`src/sv/ptd_pkg.sv`:
```
// Shared types, widths and constants of the periodic tick task dispatcher.
package ptd_pkg;

    localparam int SLOT_COUNT_DEF = 8;

    localparam int RATE_W    = 15;
    localparam int PERIOD_W  = 24;
    localparam int HANDLER_W = 8;
    localparam int CONTEXT_W = 16;
    localparam int RELOAD_W  = 7;
    localparam int US_W      = 20;
    localparam int DSH_W     = 34;
    localparam int STEP_W    = 5;

    localparam int MASK_W    = 8;
    localparam int STATUS_W  = 3;
    localparam int SLOT_W    = 3;
    localparam int ACTIVE_W  = 4;

    localparam int S_DATA_W  = 48;
    localparam int M_DATA_W  = 16;
    localparam int ADDR_W    = 3;

    localparam int unsigned US_PER_SECOND = 1000000;
    localparam int unsigned RATE_RESET    = 2000;
    localparam int unsigned US_TICK_RESET = US_PER_SECOND / RATE_RESET;

    localparam logic [RELOAD_W-1:0] PERIOD_MAX    = 7'd127;
    localparam logic [STEP_W-1:0]   CFG_LAST_STEP = 5'd19;
    localparam logic [STEP_W-1:0]   REG_LAST_STEP = 5'd6;
    localparam logic [ADDR_W-1:0]   ADDR_TICK_RATE = 3'd0;

    localparam logic CMD_TICK     = 1'b0;
    localparam logic CMD_REGISTER = 1'b1;

    typedef enum logic [STATUS_W-1:0] {
        ST_TICK       = 3'd0,
        ST_REGISTERED = 3'd1,
        ST_DUPLICATE  = 3'd2,
        ST_FULL       = 3'd3,
        ST_NULL       = 3'd4
    } status_t;

    typedef struct packed {
        logic tick;
        logic wr;
        logic active;
    } ptd_ctl_t;

    typedef struct packed {
        logic [HANDLER_W-1:0] handler;
        logic [CONTEXT_W-1:0] context_tag;
        logic [RELOAD_W-1:0]  reload;
    } ptd_key_t;

    typedef struct packed {
        logic start;
        logic done;
    } ptd_div_hs_t;

endpackage

```
`src/sv/ptd_cell.sv`:
```
// One task slot: stores the task, counts its period down and checks for duplicates.
module ptd_cell (
    input  logic              aclk,
    input  logic              aresetn,
    input  ptd_pkg::ptd_ctl_t ctl,
    input  ptd_pkg::ptd_key_t key,
    input  logic [ptd_pkg::RELOAD_W-1:0] wr_counter,
    input  logic              hit_in,
    output logic              hit_out,
    output logic              fire
);
    import ptd_pkg::*;

    logic [HANDLER_W-1:0] handler_reg;
    logic [CONTEXT_W-1:0] context_reg;
    logic [RELOAD_W-1:0]  reload_reg;
    logic [RELOAD_W-1:0]  counter_reg;
    logic                 hit_reg;
    logic                 due;
    logic                 match;

    assign due   = (counter_reg <= RELOAD_W'(1));
    assign fire  = ctl.tick & ctl.active & due;
    assign match = ctl.active & (handler_reg == key.handler)
                 & (context_reg == key.context_tag) & (reload_reg == key.reload);
    assign hit_out = hit_reg;

    always_ff @(posedge aclk) begin
        if (ctl.wr) begin
            handler_reg <= key.handler;
            context_reg <= key.context_tag;
            reload_reg  <= key.reload;
            counter_reg <= wr_counter;
        end else if (ctl.tick && ctl.active) begin
            counter_reg <= due ? reload_reg : counter_reg - RELOAD_W'(1);
        end
    end

    // pass the match flag one slot along per cycle
    always_ff @(posedge aclk) begin
        if (!aresetn) begin
            hit_reg <= 1'b0;
        end else begin
            hit_reg <= hit_in | match;
        end
    end

endmodule

```
`src/sv/ptd_div.sv`:
```
// Restoring serial divider, one quotient bit per cycle.
module ptd_div (
    input  logic                          aclk,
    input  logic                          aresetn,
    input  logic                          start,
    input  logic [ptd_pkg::PERIOD_W-1:0]  dividend,
    input  logic [ptd_pkg::DSH_W-1:0]     dsh_init,
    input  logic [ptd_pkg::STEP_W-1:0]    last_step,
    output logic                          done,
    output logic [ptd_pkg::US_W-1:0]      quotient
);
    import ptd_pkg::*;

    logic [PERIOD_W-1:0] rem_reg;
    logic [DSH_W-1:0]    dsh_reg;
    logic [US_W-1:0]     quo_reg;
    logic [STEP_W-1:0]   cnt_reg;
    logic                busy_reg;
    logic                done_reg;
    logic                ge;

    assign ge       = {{(DSH_W-PERIOD_W){1'b0}}, rem_reg} >= dsh_reg;
    assign done     = done_reg;
    assign quotient = quo_reg;

    always_ff @(posedge aclk) begin
        if (!aresetn) begin
            busy_reg <= 1'b0;
            done_reg <= 1'b0;
        end else begin
            done_reg <= 1'b0;
            if (start) begin
                busy_reg <= 1'b1;
                rem_reg  <= dividend;
                dsh_reg  <= dsh_init;
                quo_reg  <= '0;
                cnt_reg  <= last_step;
            end else if (busy_reg) begin
                rem_reg <= ge ? rem_reg - dsh_reg[PERIOD_W-1:0] : rem_reg;
                quo_reg <= {quo_reg[US_W-2:0], ge};
                dsh_reg <= dsh_reg >> 1;
                cnt_reg <= cnt_reg - STEP_W'(1);
                if (cnt_reg == '0) begin
                    busy_reg <= 1'b0;
                    done_reg <= 1'b1;
                end
            end
        end
    end

endmodule

```
`src/sv/periodic_tick_task_dispatcher_top.sv`:
```
// Top level of the periodic tick task dispatcher: control, divider and slot row.
//
//  channel  | ports                      | beat contents
//  ---------+----------------------------+-------------------------------------------
//  input    | s_tvalid s_tready s_tdata  | tuser cmd; tdata period, handler, context
//  result   | m_tvalid m_tready m_tdata  | tuser status; tdata mask, slot, count
//  config   | psel penable pwrite paddr  | tick_rate_hz at address 0
//
//  Tick beat: at the accept edge the slot row decrements every active counter and reloads those that are due.
//  Register beat: divider (7 quotient bits), match chain scan over the slot row, then the decision once output is free.
//  Tick rate write: the divider recomputes the tick length in microseconds, input held off meanwhile.
//  Reset: synchronous, active low; clears the task count and reloads 2000 Hz.
//  A stalled result stays in the output register; input waits until it leaves.
module periodic_tick_task_dispatcher_top #(
    parameter int SLOT_COUNT = ptd_pkg::SLOT_COUNT_DEF
) (
    input  logic                         aclk,
    input  logic                         aresetn,
    input  logic                         s_tvalid,
    output logic                         s_tready,
    input  logic [ptd_pkg::S_DATA_W-1:0] s_tdata,   // period_us, handler_id, context_tag
    input  logic                         s_tuser,   // cmd
    output logic                         m_tvalid,
    input  logic                         m_tready,
    output logic [ptd_pkg::M_DATA_W-1:0] m_tdata,   // fire_mask, slot_index, active_count
    output logic [ptd_pkg::STATUS_W-1:0] m_tuser,   // status
    input  logic                         psel,
    input  logic                         penable,
    input  logic                         pwrite,
    input  logic [ptd_pkg::ADDR_W-1:0]   paddr,
    input  logic [31:0]                  pwdata,
    output logic [31:0]                  prdata,
    output logic                         pready
);
    import ptd_pkg::*;

    localparam int CNT_W = $clog2(SLOT_COUNT + 1);

    typedef enum logic [1:0] {
        S_IDLE,
        S_DIV,
        S_SCAN,
        S_DECIDE
    } state_t;

    state_t               state_reg;
    logic [CNT_W-1:0]     count_reg;
    logic [CNT_W-1:0]     scan_reg;
    logic [RATE_W-1:0]    rate_reg;
    logic [US_W-1:0]      us_tick_reg;
    logic                 cfg_busy_reg;
    ptd_key_t             key_reg;
    logic [RELOAD_W-1:0]  counter_reg;
    logic                 sat_reg;

    logic                 m_valid_reg;
    logic [MASK_W-1:0]    out_mask_reg;
    status_t              out_status_reg;
    logic [SLOT_W-1:0]    out_slot_reg;
    logic [ACTIVE_W-1:0]  out_count_reg;

    logic [PERIOD_W-1:0]  s_period;
    logic [HANDLER_W-1:0] s_handler;
    logic [CONTEXT_W-1:0] s_context;
    logic                 s_accept;
    logic                 out_free;
    logic                 cfg_sel;
    logic [RATE_W-1:0]    rate_eff;
    logic                 tick_en;
    logic                 reg_start;
    logic                 wr_en;
    logic                 dup;
    logic                 full;
    logic [CNT_W-1:0]     count_inc;
    logic [RELOAD_W-1:0]  x_sat;

    ptd_div_hs_t          div_hs;
    logic [PERIOD_W-1:0]  div_dividend;
    logic [DSH_W-1:0]     div_dsh;
    logic [STEP_W-1:0]    div_last;
    logic [US_W-1:0]      div_quo;

    logic [SLOT_COUNT-1:0]       fire_vec;
    logic [SLOT_COUNT:0]         hit_chain;
    logic [SLOT_COUNT+MASK_W-1:0] fire_pad;
    logic [CNT_W+ACTIVE_W-1:0]   count_pad;
    logic [CNT_W+ACTIVE_W-1:0]   inc_pad;

    assign s_period  = s_tdata[PERIOD_W-1:0];
    assign s_handler = s_tdata[PERIOD_W+HANDLER_W-1:PERIOD_W];
    assign s_context = s_tdata[PERIOD_W+HANDLER_W+CONTEXT_W-1:PERIOD_W+HANDLER_W];

    assign out_free = !m_valid_reg || m_tready;
    assign s_tready = (state_reg == S_IDLE) && !cfg_busy_reg && out_free;
    assign s_accept = s_tvalid && s_tready;
    assign tick_en  = s_accept && (s_tuser == CMD_TICK);
    assign reg_start = s_accept && (s_tuser == CMD_REGISTER) && (s_handler != '0);

    assign pready  = 1'b1;
    assign cfg_sel = psel && penable && pwrite && pready && (paddr == ADDR_TICK_RATE);
    assign prdata  = (paddr == ADDR_TICK_RATE) ? {{(32-RATE_W){1'b0}}, rate_reg} : 32'd0;
    assign rate_eff = (pwdata[RATE_W-1:0] == '0) ? RATE_W'(1) : pwdata[RATE_W-1:0];

    assign div_hs.start = cfg_sel || reg_start;
    assign div_dividend = cfg_sel ? PERIOD_W'(US_PER_SECOND) : s_period;
    assign div_dsh      = cfg_sel ? {rate_eff, {(DSH_W-RATE_W){1'b0}}}
                                  : DSH_W'({us_tick_reg, 6'b0});
    assign div_last     = cfg_sel ? CFG_LAST_STEP : REG_LAST_STEP;

    ptd_div u_div (
        .aclk      (aclk),
        .aresetn   (aresetn),
        .start     (div_hs.start),
        .dividend  (div_dividend),
        .dsh_init  (div_dsh),
        .last_step (div_last),
        .done      (div_hs.done),
        .quotient  (div_quo)
    );

    assign x_sat = sat_reg ? PERIOD_MAX : div_quo[RELOAD_W-1:0];

    assign hit_chain[0] = 1'b0;
    assign dup  = hit_chain[SLOT_COUNT];
    assign full = (count_reg == CNT_W'(SLOT_COUNT));
    assign wr_en = (state_reg == S_DECIDE) && out_free && !dup && !full;
    assign count_inc = count_reg + CNT_W'(1);

    for (genvar i = 0; i < SLOT_COUNT; i++) begin : g_slot
        ptd_ctl_t ctl;
        assign ctl.tick   = tick_en;
        assign ctl.wr     = wr_en && (count_reg == CNT_W'(i));
        assign ctl.active = CNT_W'(i) < count_reg;

        ptd_cell u_cell (
            .aclk       (aclk),
            .aresetn    (aresetn),
            .ctl        (ctl),
            .key        (key_reg),
            .wr_counter (counter_reg),
            .hit_in     (hit_chain[i]),
            .hit_out    (hit_chain[i+1]),
            .fire       (fire_vec[i])
        );
    end

    assign fire_pad  = {{MASK_W{1'b0}}, fire_vec};
    assign count_pad = {{ACTIVE_W{1'b0}}, count_reg};
    assign inc_pad   = {{ACTIVE_W{1'b0}}, count_inc};

    always_ff @(posedge aclk) begin
        if (!aresetn) begin
            state_reg    <= S_IDLE;
            count_reg    <= '0;
            scan_reg     <= '0;
            rate_reg     <= RATE_W'(RATE_RESET);
            us_tick_reg  <= US_W'(US_TICK_RESET);
            cfg_busy_reg <= 1'b0;
            m_valid_reg  <= 1'b0;
        end else begin
            if (m_tready) begin
                m_valid_reg <= 1'b0;
            end
            if (cfg_sel) begin
                rate_reg     <= pwdata[RATE_W-1:0];
                cfg_busy_reg <= 1'b1;
            end
            if (cfg_busy_reg && div_hs.done) begin
                us_tick_reg  <= div_quo;
                cfg_busy_reg <= 1'b0;
            end
            case (state_reg)
                S_IDLE: begin
                    if (s_accept) begin
                        key_reg.handler     <= s_handler;
                        key_reg.context_tag <= s_context;
                        sat_reg <= {3'b0, s_period} >= {us_tick_reg, 7'b0};
                        if (s_tuser == CMD_TICK) begin
                            m_valid_reg    <= 1'b1;
                            out_mask_reg   <= fire_pad[MASK_W-1:0];
                            out_status_reg <= ST_TICK;
                            out_slot_reg   <= '0;
                            out_count_reg  <= count_pad[ACTIVE_W-1:0];
                        end else if (s_handler == '0) begin
                            m_valid_reg    <= 1'b1;
                            out_mask_reg   <= '0;
                            out_status_reg <= ST_NULL;
                            out_slot_reg   <= '0;
                            out_count_reg  <= count_pad[ACTIVE_W-1:0];
                        end else begin
                            state_reg <= S_DIV;
                        end
                    end
                end
                S_DIV: begin
                    if (div_hs.done) begin
                        counter_reg    <= x_sat;
                        key_reg.reload <= (x_sat == '0) ? RELOAD_W'(1) : x_sat;
                        scan_reg       <= '0;
                        state_reg      <= S_SCAN;
                    end
                end
                S_SCAN: begin
                    if (scan_reg == CNT_W'(SLOT_COUNT - 1)) begin
                        state_reg <= S_DECIDE;
                    end else begin
                        scan_reg <= scan_reg + CNT_W'(1);
                    end
                end
                S_DECIDE: begin
                    if (out_free) begin
                        m_valid_reg  <= 1'b1;
                        out_mask_reg <= '0;
                        state_reg    <= S_IDLE;
                        if (dup) begin
                            out_status_reg <= ST_DUPLICATE;
                            out_slot_reg   <= '0;
                            out_count_reg  <= count_pad[ACTIVE_W-1:0];
                        end else if (full) begin
                            out_status_reg <= ST_FULL;
                            out_slot_reg   <= '0;
                            out_count_reg  <= count_pad[ACTIVE_W-1:0];
                        end else begin
                            out_status_reg <= ST_REGISTERED;
                            out_slot_reg   <= count_pad[SLOT_W-1:0];
                            out_count_reg  <= inc_pad[ACTIVE_W-1:0];
                            count_reg      <= count_inc;
                        end
                    end
                end
                default: begin
                    state_reg <= S_IDLE;
                end
            endcase
        end
    end

    assign m_tvalid = m_valid_reg;
    assign m_tuser  = out_status_reg;
    assign m_tdata  = {1'b0, out_count_reg, out_slot_reg, out_mask_reg};

    a_count_bound: assert property (@(posedge aclk) disable iff (!aresetn)
        count_reg <= CNT_W'(SLOT_COUNT))
        else $error("task count above slot count");

    a_ready_not_cfg: assert property (@(posedge aclk) disable iff (!aresetn)
        s_tready |-> !cfg_busy_reg && !div_hs.done)
        else $error("input ready while divider busy");

    a_write_room: assert property (@(posedge aclk) disable iff (!aresetn)
        wr_en |=> count_reg == $past(count_reg) + CNT_W'(1))
        else $error("slot write without count advance");

    a_div_owner: assert property (@(posedge aclk) disable iff (!aresetn)
        div_hs.done |-> (state_reg == S_DIV) || cfg_busy_reg)
        else $error("divider result with no consumer");

    a_mask_tick_only: assert property (@(posedge aclk) disable iff (!aresetn)
        m_valid_reg && (out_status_reg != ST_TICK) |-> out_mask_reg == '0)
        else $error("fire mask set on a registration result");

endmodule

```
`config.mk`:
```
export PLATFORM = sky130hd
export DESIGN_NAME = periodic_tick_task_dispatcher_top
export DESIGN_NICKNAME = d
export VERILOG_FILES = /design/src/sv/ptd_pkg.sv /design/src/sv/ptd_cell.sv /design/src/sv/ptd_div.sv /design/src/sv/periodic_tick_task_dispatcher_top.sv
export SDC_FILE = /design/constraint.sdc
export NUM_CORES = 1
export LEC_CHECK = 0
export ABC_AREA = 1
export CAP_MARGIN = 20
export CORE_MARGIN = 1
export CORE_UTILIZATION = 53
export CTS_BUF_LIST = sky130_fd_sc_hd__clkbuf_16
export CTS_CLUSTER_SIZE = 24
export DETAILED_ROUTE_END_ITERATION = 8
export DONT_BUFFER_PORTS = 1
export PLACE_DENSITY = 0.71
export SLEW_MARGIN = 20
export SYNTH_ARGS = -nofsm -noshare
export SYNTH_HDL_FRONTEND = slang
export SYNTH_SLANG_ARGS = --single-unit
```
`constraint.sdc`:
```
create_clock -name aclk -period 3.82 [get_ports aclk]
set_input_delay 0.191 -clock aclk [delete_from_list [all_inputs] [get_ports aclk]]
set_output_delay 0.191 -clock aclk [all_outputs]
set_load 0.01 [all_outputs]
```
==> out/qor.txt <==
Status: completed
CP Data Required Time: 4.14 ns
Max cap viols: 0
Congestion Overflow GR: 0
Post-synth top area cell: edfxtp_1
Cell variety after synth: 51
Ant. Diodes: 0
Worst reg2reg path endpoint: u_div.rem_reg[0]
TritonCTS Sinks: 501
Final Skew: 0.0173 ns
I/O Buffers: 0
Compound-Gate Fraction of Synth Area: 6.80%
Worst-Margin Slew: 1.11 ns
Pleak: 11.6 nW
1st-pass router iterations: 6
Synth cell count leaders: nand2_1, edfxtp_1, inv_1, nor2_1, o21ai_0
DIE HEIGHT: 221 um
Most used DFF post-synth: edfxtp_1
Vias in the first global route: 18700
Critical Path Sink: u_div.rem_reg[0]
Initial DRC Count: 1776
CP Max Fanout: 59
Slew HR: 26.0%
Worst hold slack: 0.0347 ns
Crit end category: flop
Most frequent cell after synthesis: nand2_1
Dpl hpwl: 45.8 mm
Initial antenna violation count: 1
Largest register FFs: 128
XOR/XNOR share of the synthesized area: 5.80%
FF+latch count, synth: 501
Total power: 13.7 mW
Area Overhead vs Synth: 11.5%
Initial Util: 53.5%
Vias: 18800
Critical-path cell list: inv_1, ha_1, inv_1, nor3_4, nand2_4, nor2_8, nor2_4, clkinv_2, buf_4, o21ai_0
Largest family of logic cells by synthesized area: simple AND/OR/NAND/NOR gates
Core Footprint: 47600 sq um
# fillers: 3935
CP max stage delay: 0.51 ns
Cells after Synth: 2691
RR Startpoint: state_reg[0]
WL/cell: 19.2 um
Sequential area share after synthesis: 56.7%
CTS root buffer: clkbuf_16
Final Slew Violations: 0
Power share of the clock group: 35.9%
Mux cell area share after synthesis: 0%
Comb pwr share: 15.9%
R2R Setup Slk: 1.08 ns
Sequential share of power: 48.2%
Tcrit/Tclk final: 71.8%
Die Width: 221 um
Number of cells on the critical path: 10
Worst Reg-to-Reg Cells: 10
Vias per Instance: 5.49
CTS Hold Bufs: 70
CP Launch Type: flop
Adder-cell share of the synthesized area: 3.36%
Post-CTS sizing: 0
Pwr/cell area: 481 nW/um^2
Synth area leaders: edfxtp_1, nand2_1, inv_1
Cell internal pwr: 9.82 mW
Setup bufs post-CTS: 0
Synth top area share: 52.3%
Setup TNS: 0 ns
GRT Total Usage: 27.2%
Post-synth EDFFs: 444
HP Class: in2reg
Layout net count: 2936
Synth warn: 0
Worst skew pair latency: 0.60 ns
Core Rows: 80
Worst endpoint data arrival time: 3.06 ns
Largest net degree at the start of global routing: 60
Clock slew at reported path FFs: 0.06 ns
Simple-gate share of the synthesized area: 19.5%
RSZ-0062 raised after global routing: no
Global-route wire length before repair: 102 mm
Setup Viol. Count Final: 0
Final wirelength: 66.0 mm
TritonCTS clock tree: done
TritonCTS buffer count: 53
H-tree depth: 2
Ys async rst share: 0%
Psw: 3.86 mW
Post-route DRC: 0
Synthesized area per cell: 9.48 sq um
Die area: 49000 sq um
WS Path Type: reg2reg
Peak VDD IR: 0.543 mV
# IOs: 145
Routability cong.: 0.938
Ratio of cells with drive above 1 in the final layout: 6.21%
Top cell by count, worst path: inv_1
Post-route core utilization: 59.7%
Delay-heaviest family, CP: simple AND/OR/NAND/NOR gates
Sw frac: 28.2%
CP Launch Point: state_reg[0]
Final hold violations: 0
CTS Buffer Depth: 3
Bufs and invs on worst path: 4
Mapped Area: 25500 sq um
FMAX: 365 MHz
Final ANT Viol Nets: 0
Slowest cell on crit path: buf_4
Min Tclk post-route: 2.74 ns
[cells in the final DEF (no fill, tap or decap), types with 63 or more instances in the layout]
| cell type | n |
|---|---|
| edfxtp_1 | 444 |
| nor2_1 | 236 |
| o21ai_0 | 134 |
| nand3_1 | 81 |
| a21oi_1 | 76 |
| xnor2_1 | 106 |
| nand2_1 | 703 |
| ha_1 | 67 |
| xor2_1 | 63 |
| inv_1 | 379 |
| dlygate4sd3_1 | 69 |
[stage by stage]
step           setup slack (ns)  cells  instance area [sq um]
2_1_floorplan             0.546   2708                  25600
3_3_place_gp               1.21   3266                  26100
3_5_place_dp               1.10   3267                  26100
4_1_cts                    1.08   3434                  28400
5_1_grt                   0.885   3434                  28400
6_report                   1.08   3434                  28400
[power groups by stage]
stage	clock network, mW	logic (mW)	registers (mW)
2_1_floorplan	0	1.56	6.64
3_3_place_gp	0	2.02	6.70
3_5_place_dp	0	2.09	6.71
4_1_cts	4.96	2.16	6.59
5_1_grt	5.16	2.43	6.62
6_report	4.92	2.18	6.59
[final cells by class]
cell class                 instances  area [sq um]  area share [%]
sequential                       501         14500            50.9
multi-input combinational       1736          9140            32.1
inverter                         380          1430            5.04
clock buffer                      53          1330            4.66
timing repair buffer             105           981            3.45
tap                              615           769            2.71
clock inverter                    44           314            1.10
[routing by layer]
metal	track usage, %	part of all wire, %	up-vias
met5	0	0	-
met4	10.9	3.6	0
met3	3.43	7.2	143
met2	46.2	48	714
met1	35.4	41	8975
li1	-	-	9007
[worst min path at each step]
stage,slack (ns),depth (start not counted),startpoint,to
3_5_place_dp,0.29,0,s_tdata[38],key_reg[13]
4_1_cts,0.005,5,pwdata[12],u_div.dsh_reg[19]
2_1_floorplan,0.29,0,s_tdata[35],key_reg[10]
5_1_grt,0.05,5,pwdata[12],u_div.dsh_reg[19]
6_report,0.03,5,pwdata[12],u_div.dsh_reg[19]
3_3_place_gp,0.29,0,s_tdata[35],key_reg[10]
[worst min-delay path: stages]
cell     delay, ns
nor4_1        0.03
nand4_1       0.06
nand2_1       0.07
nand3_1       0.07
nand2_1       0.04
[kinds of logic (layout without fill, tap and decap cells)]
logic type / count (synthesis) / after routing
AO/OA/AOI/OAI: 307 / 307
XOR/XNOR: 169 / 169
adder cells (fa/ha/maj): 68 / 68
buffers and inverters: 471 / 582
flip-flops: 501 / 501
other: 2 / 19
AND/OR/NAND/NOR: 1173 / 1173
Power figures use the tool's default switching activity.
